**src/hdl/sfv_pkg.sv**
```systemverilog
// Shared types and constants for the spectrum frame line validator.
// No dependencies; imported by every module under hdl.
`timescale 1ns / 1ps

package sfv_pkg;

  // Largest point count a header may announce
  localparam int unsigned MAX_POINTS = 1024;
  // Width of the point counters, wide enough to hold MAX_POINTS itself
  localparam int unsigned CNT_W = $clog2(MAX_POINTS + 1);

  typedef enum logic [1:0] {
    FUNC_HDR   = 2'd0,
    FUNC_END   = 2'd1,
    FUNC_POINT = 2'd2,
    FUNC_OTHER = 2'd3
  } func_e;

  typedef enum logic [1:0] {
    ST_COLLECT = 2'd0,
    ST_READY   = 2'd1,
    ST_ERROR   = 2'd2
  } status_e;

  typedef enum logic [2:0] {
    ERR_NONE       = 3'd0,
    ERR_BAD_HDR    = 3'd1,
    ERR_CNT_RANGE  = 3'd2,
    ERR_MISMATCH   = 3'd3,
    ERR_TOO_MANY   = 3'd4,
    ERR_BAD_POINT  = 3'd5,
    ERR_NOT_CONTIG = 3'd6,
    ERR_UNEXPECTED = 3'd7
  } err_e;

  typedef struct packed {
    func_e       func;
    logic        fields_ok;
    logic [7:0]  hdr_group;
    logic [7:0]  hdr_replicate;
    logic [15:0] hdr_points;
    logic [15:0] pt_pixel;
    logic [15:0] pt_adc;
  } line_t;

  typedef struct packed {
    status_e            status;
    err_e               err_code;
    logic               sample_valid;
    logic [9:0]         sample_index;
    logic signed [15:0] sample_value;
    logic [15:0]        frame_first_pixel;
    logic [7:0]         frame_group;
    logic [7:0]         frame_replicate;
    logic [10:0]        frame_points;
  } result_t;

endpackage

```
**src/hdl/spectrum_frame_line_validator_top.sv**
```systemverilog
// A line request accepted into the line register is checked combinationally in sfv_core,
// and its result is loaded into the result register, which drives out_o.
// Throughput: one line per cycle; the line register refills as the result
// register loads, so only a stalled consumer holds off new requests.
// Reset (rst_ni, asynchronous, active low) empties both registers and clears
// the frame state: not collecting, counts, first pixel and IDs at zero.
// Depends on sfv_pkg, sfv_in_reg, sfv_core, sfv_out_reg.
`timescale 1ns / 1ps

module spectrum_frame_line_validator_top
  import sfv_pkg::*;
(
  input  logic    clk_i,
  input  logic    rst_ni,
  input  logic    in_valid_i,
  output logic    in_ready_o,
  input  line_t   in_i,
  output logic    out_valid_o,
  input  logic    out_ready_i,
  output result_t out_o
);

  logic    line_valid;
  logic    res_ready;
  logic    fire;
  line_t   line;
  result_t res;

  assign fire = line_valid && res_ready;

  sfv_in_reg u_in_reg (
    .clk_i        (clk_i),
    .rst_ni       (rst_ni),
    .in_valid_i   (in_valid_i),
    .in_ready_o   (in_ready_o),
    .in_data_i    (in_i),
    .line_valid_o (line_valid),
    .line_take_i  (fire),
    .line_o       (line)
  );

  sfv_core u_core (
    .clk_i    (clk_i),
    .rst_ni   (rst_ni),
    .fire_i   (fire),
    .line_i   (line),
    .result_o (res)
  );

  sfv_out_reg u_out_reg (
    .clk_i       (clk_i),
    .rst_ni      (rst_ni),
    .res_valid_i (line_valid),
    .res_ready_o (res_ready),
    .res_i       (res),
    .out_valid_o (out_valid_o),
    .out_ready_i (out_ready_i),
    .out_data_o  (out_o)
  );

endmodule

```
**src/hdl/sfv_in_reg.sv**
```systemverilog
// Input register stage: holds one tokenised line request for the checker.
// Depends on sfv_pkg.
`timescale 1ns / 1ps

module sfv_in_reg
  import sfv_pkg::*;
(
  input  logic  clk_i,
  input  logic  rst_ni,
  input  logic  in_valid_i,
  output logic  in_ready_o,
  input  line_t in_data_i,
  output logic  line_valid_o,
  input  logic  line_take_i,
  output line_t line_o
);

  logic  valid_q, valid_d;
  line_t data_q;

  // Refill in the same cycle the held request moves on
  assign in_ready_o = !valid_q || line_take_i;
  assign valid_d    = in_ready_o ? in_valid_i : valid_q;

  always_ff @(posedge clk_i or negedge rst_ni) begin
    if (!rst_ni) begin
      valid_q <= 1'b0;
    end else begin
      valid_q <= valid_d;
    end
  end

  always_ff @(posedge clk_i) begin
    if (in_ready_o && in_valid_i) begin
      data_q <= in_data_i;
    end
  end

  assign line_valid_o = valid_q;
  assign line_o       = data_q;

endmodule

```
**src/hdl/sfv_core.sv**
```systemverilog
// Frame state and per-line checks; one line is resolved each time it fires.
// Depends on sfv_pkg.
`timescale 1ns / 1ps

module sfv_core
  import sfv_pkg::*;
(
  input  logic    clk_i,
  input  logic    rst_ni,
  input  logic    fire_i,
  input  line_t   line_i,
  output result_t result_o
);

  logic             collecting_q, collecting_d;
  logic [CNT_W-1:0] exp_q, exp_d;
  logic [CNT_W-1:0] recv_q, recv_d;
  logic [15:0]      first_pix_q, first_pix_d;
  logic [7:0]       group_q, group_d;
  logic [7:0]       repl_q, repl_d;

  logic        pts_bad;
  logic [15:0] pix_expect;
  result_t     res;

  assign pts_bad    = (line_i.hdr_points == 16'd0) ||
                      ({1'b0, line_i.hdr_points} > 17'(MAX_POINTS));
  assign pix_expect = 16'(first_pix_q + 16'(recv_q));

  always_comb begin
    collecting_d = collecting_q;
    exp_d        = exp_q;
    recv_d       = recv_q;
    first_pix_d  = first_pix_q;
    group_d      = group_q;
    repl_d       = repl_q;
    res          = '0;
    res.status   = ST_COLLECT;
    res.err_code = ERR_NONE;

    if (line_i.func == FUNC_HDR) begin
      if (!line_i.fields_ok || pts_bad) begin
        res.status   = ST_ERROR;
        res.err_code = !line_i.fields_ok ? ERR_BAD_HDR : ERR_CNT_RANGE;
        collecting_d = 1'b0;
        exp_d        = '0;
        recv_d       = '0;
      end else begin
        group_d      = line_i.hdr_group;
        repl_d       = line_i.hdr_replicate;
        exp_d        = CNT_W'(line_i.hdr_points);
        recv_d       = '0;
        first_pix_d  = '0;
        collecting_d = 1'b1;
      end
    end else if (!collecting_q) begin
      res.status   = ST_ERROR;
      res.err_code = ERR_UNEXPECTED;
    end else begin
      // every remaining outcome closes the frame unless a sample is taken
      collecting_d = 1'b0;
      exp_d        = '0;
      recv_d       = '0;
      if (line_i.func == FUNC_END) begin
        if (recv_q != exp_q) begin
          res.status   = ST_ERROR;
          res.err_code = ERR_MISMATCH;
        end else begin
          res.status            = ST_READY;
          res.frame_first_pixel = first_pix_q;
          res.frame_group       = group_q;
          res.frame_replicate   = repl_q;
          res.frame_points      = 11'(recv_q);
        end
      end else if (recv_q >= exp_q) begin
        res.status   = ST_ERROR;
        res.err_code = ERR_TOO_MANY;
      end else if (line_i.func == FUNC_OTHER || !line_i.fields_ok) begin
        res.status   = ST_ERROR;
        res.err_code = ERR_BAD_POINT;
      end else if (recv_q != '0 && line_i.pt_pixel != pix_expect) begin
        res.status   = ST_ERROR;
        res.err_code = ERR_NOT_CONTIG;
      end else begin
        if (recv_q == '0) begin
          first_pix_d = line_i.pt_pixel;
        end
        res.sample_valid = 1'b1;
        res.sample_index = 10'(recv_q);
        res.sample_value = line_i.pt_adc;
        collecting_d     = 1'b1;
        exp_d            = exp_q;
        recv_d           = CNT_W'(recv_q + 1'b1);
      end
    end
  end

  always_ff @(posedge clk_i or negedge rst_ni) begin
    if (!rst_ni) begin
      collecting_q <= 1'b0;
      exp_q        <= '0;
      recv_q       <= '0;
      first_pix_q  <= '0;
      group_q      <= '0;
      repl_q       <= '0;
    end else if (fire_i) begin
      collecting_q <= collecting_d;
      exp_q        <= exp_d;
      recv_q       <= recv_d;
      first_pix_q  <= first_pix_d;
      group_q      <= group_d;
      repl_q       <= repl_d;
    end
  end

  assign result_o = res;

  a_open_frame_bounds : assert property (@(posedge clk_i) disable iff (!rst_ni)
    collecting_q |-> (exp_q != '0 && recv_q <= exp_q))
    else $error("open frame with count out of bounds");

  a_idle_counts_clear : assert property (@(posedge clk_i) disable iff (!rst_ni)
    !collecting_q |-> (exp_q == '0 && recv_q == '0))
    else $error("counts not cleared while idle");

  a_sample_bumps_count : assert property (@(posedge clk_i) disable iff (!rst_ni)
    (fire_i && res.sample_valid) |=> (recv_q == CNT_W'($past(recv_q) + 1'b1)))
    else $error("accepted sample did not advance the count");

  a_ready_closes : assert property (@(posedge clk_i) disable iff (!rst_ni)
    (fire_i && res.status != ST_COLLECT) |=> !collecting_q)
    else $error("frame still open after ready or error");

endmodule

```
**src/hdl/sfv_out_reg.sv**
```systemverilog
// Result register: holds one result request until the consumer takes it.
// Depends on sfv_pkg.
`timescale 1ns / 1ps

module sfv_out_reg
  import sfv_pkg::*;
(
  input  logic    clk_i,
  input  logic    rst_ni,
  input  logic    res_valid_i,
  output logic    res_ready_o,
  input  result_t res_i,
  output logic    out_valid_o,
  input  logic    out_ready_i,
  output result_t out_data_o
);

  logic    valid_q, valid_d;
  result_t data_q;

  assign res_ready_o = !valid_q || out_ready_i;
  assign valid_d     = res_ready_o ? res_valid_i : valid_q;

  always_ff @(posedge clk_i or negedge rst_ni) begin
    if (!rst_ni) begin
      valid_q <= 1'b0;
    end else begin
      valid_q <= valid_d;
    end
  end

  always_ff @(posedge clk_i) begin
    if (res_ready_o && res_valid_i) begin
      data_q <= res_i;
    end
  end

  assign out_valid_o = valid_q;
  assign out_data_o  = data_q;

endmodule

```
**config.mk**
```make
export PLATFORM = sky130hd
export DESIGN_NAME = spectrum_frame_line_validator_top
export DESIGN_NICKNAME = d
export VERILOG_FILES = /design/src/hdl/sfv_pkg.sv /design/src/hdl/spectrum_frame_line_validator_top.sv /design/src/hdl/sfv_in_reg.sv /design/src/hdl/sfv_core.sv /design/src/hdl/sfv_out_reg.sv
export SDC_FILE = /design/constraint.sdc
export NUM_CORES = 1
export LEC_CHECK = 0
export BUFFER_PORTS_ARGS = -buffer_cell sky130_fd_sc_hd__buf_2
export CAP_MARGIN = 0
export CORE_MARGIN = 2
export CORE_UTILIZATION = 50
export CTS_BUF_LIST = sky130_fd_sc_hd__clkbuf_8
export DETAILED_ROUTE_END_ITERATION = 8
export GPL_ROUTABILITY_DRIVEN = 0
export PLACE_DENSITY = 0.73
export SYNTH_ARGS = -nofsm -noshare
export SYNTH_HDL_FRONTEND = slang
export SYNTH_SLANG_ARGS = --single-unit
```
**constraint.sdc**
```tcl
create_clock -name clk_i -period 3.8 [get_ports clk_i]
set_input_delay 0.19 -clock clk_i [delete_from_list [all_inputs] [get_ports clk_i]]
set_output_delay 0.19 -clock clk_i [all_outputs]
set_load 0.02 [all_outputs]
```
Word-level counts from Yosys, hierarchy flattened
Cells that the tools add are included.
- register bits: 199
- output and inout bits: 77
- word-level logic and storage cells: 104
- add/subtract/negate cells: 2
- order comparisons: 2
- eq/ne operators: 9
- mux-type cells: 39
- bitwise gates (word level): 3
- reduce and logical (&&, ||, !) cells: 25
- operators with widths (cell ; number):
    11-bit two-way mux ; 13
    16-bit two-way mux ; 8
    5-bit two-way mux ; 7
    27-bit two-way mux ; 1
    16-bit by 11-bit adder with 16-bit output ; 1
    16-bit by 11-bit greater-than comparator with 1-bit output (second input constant) ; 1
    16-bit zero test ; 1
    16-bit != test ; 1
    11-bit by 1-bit adder with 11-bit output (second input constant) ; 1
    11-bit greater-or-equal comparator ; 1
    11-bit zero test ; 1
    11-bit != test ; 1
    11-bit nonzero test ; 1
    2-bit by 1-bit != test with 1-bit output (second input constant) ; 4
    8-bit AND reduction ; 1
    1-bit two-way mux ; 7
    2-bit two-way mux ; 3
    3-bit AND reduction ; 2
    6-bit OR reduction ; 1
    1-bit logical OR ; 5
    5-bit nonzero test ; 1
    5-bit OR reduction ; 1
    2-bit nonzero test ; 2
    4-bit OR reduction ; 1
    other kinds (8) ; 14

Longest topological paths before layout
Gate-level depths: netlist of run 1.
- depth in word-level cells: 9
- gate-level depth with buffers: 13
- mapped depth without buffers: 11

Hierarchy
A second synthesis of run 1 with hierarchy kept.
- cells, all modules: 589
- area, all modules: 8418.1 µm²
- by module, submodules not included (module ; times used ; cells an instance ; area an instance (µm²) ; sequential area each (µm²)):
    sfv_core ; 1 ; 438 ; 4040.1 ; 1376.3
    sfv_out_reg ; 1 ; 79 ; 2306.0 ; 2277.2
    sfv_in_reg ; 1 ; 71 ; 2065.7 ; 2037.0
    spectrum_frame_line_validator_top ; 1 ; 1 ; 6.3 ; 0.0

Worst setup path after synthesis of run 1
Ideal clock, no wire load.
- kind: register to register
- from: register u_out_reg.valid_q (netlist: u_out_reg.out_valid_o)
- to: register u_core.group_q[5]
- setup time: 125 ps
- arrival time: 3305 ps
- data required time: 3675 ps
- setup slack: 370 ps
- stages on the path, launching flop included: 8
- path buffers: 2
- clock period less this slack: 3430 ps
- path through: dfrtp_1 > nand2b_1 > nand2_1 > inv_1 > and2_1 > clkbuf_1 > buf_2 > mux2_2
- cells in the longest elaborated chain, start to end: 4
- ends and longest elaborated chain (item ; line ; RTL):
    from (decl) ; sfv_out_reg.sv:18 ; logic valid_q, valid_d;
    from (signal assigned) ; sfv_out_reg.sv:28 ; valid_q <= valid_d;
    1-bit zero test ; sfv_out_reg.sv:21 ; assign res_ready_o = !valid_q || out_ready_i;
    1-bit logical OR ; sfv_out_reg.sv:21 ;
    1-bit logical AND ; spectrum_frame_line_validator_top.sv:29 ; assign fire = line_valid && res_ready;
    named net fire ; spectrum_frame_line_validator_top.sv:25 ; logic fire;
    3-bit AND reduction (no source line) ; -- ;
    to (signal assigned) ; sfv_core.sv:111 ; group_q <= group_d;
    to (decl) ; sfv_core.sv:19 ; logic [7:0] group_q, group_d;
The timed path passes the listed nets, and every way through them passes these cells.
A chain may end at the register's enable or synchronous reset.

==> results of run 1 <==
[stage by stage]
step                      hold WS [ps]  setup WS [ps]
after floorplan                   -106            370
after global placement             289            538
after detailed placement           316            390
after CTS                          352            364
after global routing               379            152
final                              336            272
[final cells by class]
class	instances	area [sq um]
Tap cell	220	275
Timing Repair Buffer	227	1510
Fill cell	1252	6010
Clock inverter	15	184
Inverter	21	78.8
Clock buffer	17	234
Sequential cell	199	5690
Multi-Input combinational cell	386	2660
[worst max-delay path: cells and delay by family, from the launching register on]
| kind | cells | cell delay, ps |
|---|---|---|
| flops | 1 | 480 |
| xor+xnor | 1 | 180 |
| buf+inv | 1 | 270 |
| fa+ha+maj | 2 | 690 |
| simple gates | 4 | 640 |
| compound gates | 4 | 1010 |
[cell families (layout without fill, tap and decap cells)]
| logic type | count (synthesis) | count (layout) | share of synthesized area (%) |
|---|---|---|---|
| buffers and inverters | 45 | 280 | 2.46 |
| flip-flops | 199 | 199 | 66.5 |
| AO/OA/AOI/OAI | 76 | 76 | 6.00 |
| multiplexers | 28 | 28 | 3.51 |
| adder cells (fa/ha/maj) | 25 | 25 | 3.74 |
| AND/OR/NAND/NOR | 223 | 223 | 14.3 |
| XOR/XNOR | 34 | 34 | 3.48 |
[worst paths after layout]
check	start	to	slack, ps	depth (start not counted)
worst min-delay path	rst_ni	u_core.exp_q[9]	340	2
worst min register to register	u_in_reg.line_o[53]	u_core.repl_q[5]	490	1
min in group clk_i	in_i[62]	u_in_reg.line_o[62]	420	2
worst max-delay path	u_core.recv_q[0]	u_out_reg.out_data_o[74]	270	12
worst max register to register	u_core.recv_q[0]	u_out_reg.out_data_o[74]	270	12
max in group asynchronous	rst_ni	u_core.recv_q[6]	2600	3
[power by group]
| part | switching, mW | leakage [nW] | internal [mW] |
|---|---|---|---|
| sequential | 0.0472 | 2.18 | 2.45 |
| clock | 0.776 | 0.212 | 0.617 |
| combinational | 0.234 | 2.16 | 0.159 |
| total | 1.06 | 4.55 | 3.23 |
[layer usage]
layer  GRT usage, %  wire length (um)  vias to the layer above
met3           4.47              1100                       29
li1               -                 -                     2678
met1           27.0              7930                     2656
met5              0                 0                        -
met2           34.0              8440                      205
met4           7.37               280                        0
[registers in the layout (all words and copies together) (netlist names)]
| name | cells |
|---|---|
| u_core.collecting_q | 1 |
| u_core.exp_q | 11 |
| u_out_reg.out_data_o | 75 |
| u_core.repl_q | 8 |
| u_in_reg.line_o | 67 |
| u_core.first_pix_q | 16 |
| u_core.recv_q | 11 |
| u_in_reg.line_valid_o | 1 |
| u_core.group_q | 8 |
| u_out_reg.out_valid_o | 1 |
[synthesized netlist by cell type, drive strengths merged, types with 10 or more instances]
library cell / n / area share [%]
a21oi: 18 / 1.2
and2: 79 / 5.8
clkbuf: 15 / 0.66
dfrtp: 57 / 17
edfxtp: 142 / 50
ha: 24 / 3.5
inv: 21 / 0.92
mux2: 16 / 2.1
mux2i: 12 / 1.4
nand2: 66 / 2.9
nand3: 10 / 0.64
nor2: 22 / 0.99
o21ai: 31 / 1.9
xnor2: 24 / 2.5
xor2: 10 / 1.0
[what timing repair did]
| item | in CTS | in global routing |
|---|---|---|
| hold endpoints to repair | 98 | 0 |
| hold buffers | 70 | 0 |
| endpoints found under the setup margin | 0 | 0 |
==> impl_metrics.toml, run 1 <==
[global_route]
grt_first_pass_wirelength_mm = 28.6
grt_overflow = 0
grt_pass1_vias = 5713
grt.total_usage_pct = 20.6
antenna_found_initial = 0
grt_max_degree = 77

[die]
die_w_um = 135
pin_count = 148
fp.dieArea_sq_um = 18200
initial_core_util_pct = 51.4
core_sq_um = 16600
num_rows = 47
die_h_um = 135

[cts]
clk_path_buf_depth = 2
clock_latency_ps = 470
cts_inserted_buffers = 17
cts_resized = 0
cts.sinks = 199
cts_tree = "built"
htree_levels = 4
clkTransAtPathRegs_ps = 100
postCtsSetupBuffers = 0
cts_root_buffer = "clkbuf_8"

[yosys]
async_reset_ff_share_pct = 28.6
ys_ff_latch = 199
syn_avg_cell_area_sq_um = 13.6
synth_nets = 726
yosysWarnings = 0
syn_area_sq_um = 8550
ys_types = 58
synthFlopType = "edfxtp_1"
ys_seq_area_share_pct = 66.5
syn_inst = 630
synth-edff-count = 142

[sta]
maxSlewViolCount = 0
layout_min_cycle_time_ps = 3530
setup_viol = 0
rsz0062_at_grt = "no"
clock_skew_ps = 12.7
max_freq_mhz = 283
finalCritPeriodShare_pct = 92.8
finalSetupTns_ps = 0
slew_headroom_pct = 32.9
worstMarginPinSlew_ps = 1010
hold_viol_final = 0

[critical_path]
worstSetupPathType = "flip-flop to flip-flop"
cp_data_arrival_time_ps = 3740
max_stage_delay_ps = 480
cp.required_ps = 4010
critPathMaxFanout = 28
crit_chain = "ha_1 > fa_1 > a211oi_2 > o21bai_1 > a21oi_1 > xnor2_1 > nand3b_1 > nor4_4 > a41oi_4 > nor3b_4 > buf_4 > nor3_1"
critical-path-slowest-cell = "dfrtp_1"
worstSetupEndpointType = "flip-flop"
start_kind = "flip-flop"

[final_layout]
final_area_sq_um = 10600
syn_to_final_growth_pct = 24.3
final_layout_size_suffix_gt1_share_pct = 25.8
nNetsFinal = 948
layout_commonest_cell = "buf_2"
antennaDiodeCount = 0
most-common-layout-cells = "147 x buf_2, 142 x edfxtp_1, 78 x and2_1"
final_cells = 1085
fin_util_pct = 63.9

[route]
dr.pass1.iters = 5
dr.first_iter.drc_count = 307
ant_nets = 0
drt_wl_total_mm = 17.7
drt-vias-per-instance = 5.13
drc = 0
post_drt_wl_per_cell_um = 16.4
vias = 5568

[placed_design]
detailed_place_hpwl_mm = 11.7
placed_area_sq_um = 9520
numPortBuffers = 147
dp.cells = 983

[power]
power.density_nw_per_um2 = 403
finalPower_mw = 4.28
peakVddDrop_v = 0.000250
p_leak_nw = 4.55

[status]
status = "complete, no violations"

[flow_run]
cap_violations = 0

[min_path]
hp-class = "input port to asynchronous set/reset pin"
Power figures use the tool's default switching activity.
==> run 2, diff against run 1 <==
--- a/config.mk
+++ b/config.mk
@@ -17,2 +17,3 @@
 export SYNTH_HDL_FRONTEND = slang
 export SYNTH_SLANG_ARGS = --single-unit
+export TNS_END_PERCENT = 10
==> constraint.sdc (replaced) <==
create_clock -name clk_i -period 3.8 [get_ports clk_i]
set_input_delay 0.76 -clock clk_i [delete_from_list [all_inputs] [get_ports clk_i]]
set_output_delay 0.76 -clock clk_i [all_outputs]
set_load 0.02 [all_outputs]
==> impl_metrics.toml, run 2 (synthesis gave the netlist of run 1 again) <==
[route]
ant_nets = 0
dr.pass1.iters = 5
drc = 0
dr.first_iter.drc_count = 382
post_drt_wl_per_cell_um = 16.8
drt_wl_total_mm = 17.1
drt-vias-per-instance = 5.24
vias = 5323

[sta]
maxSlewViolCount = 0
finalCritPeriodShare_pct = 91.0
setup_viol = 0
max_freq_mhz = 289
finalSetupTns_ps = 0
slew_headroom_pct = 35.3
clock_skew_ps = 18.0
rsz0062_at_grt = "no"
layout_min_cycle_time_ps = 3460
worstMarginPinSlew_ps = 971
hold_viol_final = 0

[cts]
cts_tree = "built"
cts_root_buffer = "clkbuf_8"
clock_latency_ps = 460
clkTransAtPathRegs_ps = 100
cts_hold_buf = 0
htree_levels = 4
cts.sinks = 199
postCtsSetupBuffers = 0
clk_path_buf_depth = 2
cts_resized = 0
cts_inserted_buffers = 17

[critical_path]
worstSetupPathType = "flip-flop to flip-flop"
crit_chain = "ha_1 > fa_1 > xnor2_1 > o211a_1 > nand3_1 > a221oi_2 > nand4_1 > nor4_4 > a41oi_4 > nor3b_4 > buf_4 > nor3_1"
max_stage_delay_ps = 470
worst-path-buf-inv = 1
start_kind = "flip-flop"
cp_data_arrival_time_ps = 3650
crit_family = "simple AND/OR/NAND/NOR gates"
cp.required_ps = 3990
critical-path-slowest-cell = "dfrtp_1"
critPathMaxFanout = 28
worstSetupEndpointType = "flip-flop"

[final_layout]
final_layout_size_suffix_gt1_share_pct = 27.8
antennaDiodeCount = 0
fillerInstances = 1314
multi_input_area_sq_um = 2660
largest_register_ffs = 75
final_cells = 1015
seq_area_sq_um = 5690
layout_commonest_cell = "buf_2"
most-common-layout-cells = "147 x buf_2, 142 x edfxtp_1, 78 x and2_1"
nNetsFinal = 879
syn_to_final_growth_pct = 16.0

[global_route]
grt_util_met1_pct = 26.3
gr-usage-met3_pct = 5.86
grt_max_degree = 77
grt_busiest_layer = "met2"
antenna_found_initial = 1
grt_overflow = 0
grt_first_pass_wirelength_mm = 27.5
grt_pass1_vias = 5379
grt_use_met2_pct = 31.0
grt.total_usage_pct = 19.8

[placed_design]
dp.cells = 984
numPortBuffers = 147
detailed_place_hpwl_mm = 11.9

[power]
p_leak_nw = 4.25
netSwitchingPower_uw = 995
peakVddDrop_v = 0.000343
pwr-share-comb_pct = 8.2
power_frac_seq_pct = 60.2
switching_share_pct = 24.0
power_frac_clock_pct = 31.7
power.density_nw_per_um2 = 418
intPower_mw = 3.16

[die]
pin_count = 148
die_h_um = 135
core_sq_um = 16600
num_rows = 47
die_w_um = 135
fp.dieArea_sq_um = 18200
initial_core_util_pct = 51.4

[status]
status = "complete, no violations"

[min_path]
hp-class = "input port to asynchronous set/reset pin"

[flow_run]
cap_violations = 0
==> run 2: worst paths after layout <==
kind	cells after the start	start	to	slack (ps)
min reg2reg	1	u_in_reg.line_o[63]	u_core.group_q[7]	480
max	12	u_core.recv_q[0]	u_out_reg.out_data_o[74]	340
min in group clk_i	1	in_i[46]	u_in_reg.line_o[46]	460
max reg2reg	12	u_core.recv_q[0]	u_out_reg.out_data_o[74]	340
min	1	rst_ni	u_core.exp_q[3]	410
max in group asynchronous	2	rst_ni	u_core.repl_q[5]	2620
==> run 2: through the flow <==
step           worst slack (ps)  total power, mW  instance area, sq um  utilization [%]  hold WS [ps]
2_1_floorplan              72.8             2.74                  8550                -           454
3_3_place_gp                548             2.87                  9540             57.3           456
3_5_place_dp                382             2.89                  9540             57.3           462
4_1_cts                     346             4.20                  9920             59.6           411
5_1_grt                     115             4.32                  9920             59.6           430
6_report                    342             4.15                  9920             59.6           408
==> run 2: layout make-up <==
class	count	area share (%)
Sequential cell	199	57.3
Clock buffer	17	2.36
Clock inverter	14	1.55
Inverter	21	0.794
Tap cell	220	2.77
Multi-Input combinational cell	386	26.8
Timing Repair Buffer	158	8.37
==> run 2: routing by layer <==
| layer | vias to the layer above | part of all wire (%) |
|---|---|---|
| met3 | 23 | 9.0 |
| met4 | 0 | 1.7 |
| li1 | 2545 | - |
| met1 | 2543 | 43 |
| met5 | - | 0 |
| met2 | 212 | 46 |
==> run 2: power groups by stage <==
stage	Clock (mW)	Sequential, mW	Combinational (mW)
finish	1.32	2.50	0.339
global route	1.44	2.51	0.369
CTS	1.35	2.50	0.343
detailed placement	0	2.55	0.342
global placement	0	2.54	0.332
floorplan	0	2.60	0.136
==> run 3, diff against run 2 <==
Settings changed: CORE_ASPECT_RATIO from default to 0.6, MAX_ROUTING_LAYER from default to met4, PLACE_DENSITY 0.73 to default, PLACE_DENSITY_LB_ADDON from default to 0.1.
==> impl_metrics.toml, run 3 (synthesis gave the netlist of run 1 again) <==
[status]
status = "complete, no violations"

[critical_path]
start_kind = "flip-flop"
cp_data_arrival_time_ps = 3760
cp.required_ps = 4030
worstSetupEndpointType = "flip-flop"
worstSetupPathType = "flip-flop to flip-flop"
critPathMaxFanout = 28

[cts]
clkTransAtPathRegs_ps = 110
cts_inserted_buffers = 17
htree_levels = 4
cts_root_buffer = "clkbuf_8"
cts_tree = "built"
cts.sinks = 199
clock_latency_ps = 470
cts_resized = 0
postCtsSetupBuffers = 0
clk_path_buf_depth = 2
cts_hold_buf = 0

[power]
finalPower_mw = 4.23
peakVddDrop_v = 0.000194
power.density_nw_per_um2 = 425
p_leak_nw = 4.25

[sta]
rsz0062_at_grt = "no"
setup_viol = 0
finalCritPeriodShare_pct = 92.8
slew_headroom_pct = 36.8
worstMarginPinSlew_ps = 948
max_freq_mhz = 284
layout_min_cycle_time_ps = 3530
holdWs_ps = 453
clock_skew_ps = 18.8
finalSetupTns_ps = 0
maxSlewViolCount = 0
hold_viol_final = 0

[global_route]
grt_pass1_vias = 5360
grt_max_degree = 68
antenna_found_initial = 0
grt_overflow = 0
grt.total_usage_pct = 21.0
grt_first_pass_wirelength_mm = 28.5

[route]
vias = 5316
drc = 0
post_drt_wl_per_cell_um = 17.5
ant_nets = 0
dr.first_iter.drc_count = 400
dr.pass1.iters = 4
drt_wl_total_mm = 17.8
drt-vias-per-instance = 5.20

[die]
core_sq_um = 16500
initial_core_util_pct = 51.9
pin_count = 148
fp.dieArea_sq_um = 18200
die_w_um = 173
num_rows = 36
die_h_um = 105

[min_path]
hp-class = "input port to asynchronous set/reset pin"

[final_layout]
layout_commonest_cell = "buf_2"
syn_to_final_growth_pct = 16.3
most-common-layout-cells = "147 x buf_2, 142 x edfxtp_1, 78 x and2_1"
antennaDiodeCount = 0
largest_register_ffs = 75
nNetsFinal = 877
final_layout_size_suffix_gt1_share_pct = 27.8

[placed_design]
numPortBuffers = 147
detailed_place_hpwl_mm = 12.3

[flow_run]
cap_violations = 0
==> run 3: power by group <==
group | total, mW | internal (mW) | switching, mW | leakage, nW
logic | 0.346 | 0.114 | 0.232 | 1.86
registers | 2.50 | 2.45 | 0.0461 | 2.18
clock network | 1.39 | 0.560 | 0.828 | 0.206
total | 4.23 | 3.13 | 1.11 | 4.25
==> run 3: routing by layer <==
| layer | vias up | track usage (%) | part of all wire [%] |
|---|---|---|---|
| li1 | 2551 | - | - |
| met5 | - | - | 0 |
| met4 | 0 | 5.27 | 0.78 |
| met3 | 13 | 4.58 | 5.6 |
| met2 | 183 | 27.9 | 40 |
| met1 | 2569 | 32.5 | 53 |
==> run 3: worst paths after layout <==
path | from | end | slack [ps] | cells after the start
max in group asynchronous | rst_ni | u_core.first_pix_q[9] | 2810 | 2
hold reg to reg | u_in_reg.line_o[55] | u_core.repl_q[7] | 480 | 1
hold / removal | rst_ni | u_core.repl_q[0] | 450 | 2
min in group clk_i | in_i[43] | u_in_reg.line_o[43] | 450 | 1
setup reg to reg | u_core.recv_q[3] | u_out_reg.out_data_o[50] | 270 | 11
setup / recovery | u_core.recv_q[3] | u_out_reg.out_data_o[50] | 270 | 11
==> run 3: stage by stage <==
stage          util (%)  cells  cell area, sq um  setup slack, ps
3_3_place_gp       57.8    990              9530              504
6_report           60.3   1022              9950              274
5_1_grt            60.3   1022              9950             66.3
3_5_place_dp       57.8    990              9530              390
2_1_floorplan         -    630              8550             72.8
4_1_cts            60.3   1022              9950              366
==> run 3: final cells by class <==
cell class / instances / area [sq um]
Clock buffer: 17 / 234
Clock inverter: 15 / 181
Fill cell: 1374 / 6540
Inverter: 21 / 80.1
Multi-Input combinational cell: 386 / 2660
Sequential cell: 199 / 5690
Tap cell: 228 / 285
Timing Repair Buffer: 156 / 816
==> run 3: critical path, stage by stage (launching register included) <==
cell and delay, ps:
dfrtp_1 590, ha_1 450, nand2_1 100, a211oi_1 610, or3_1 210, nand3_1 80, a31oi_1 290, nor2_2 90
a41oi_4 370, nor3b_4 80, buf_4 230, and2_1 190
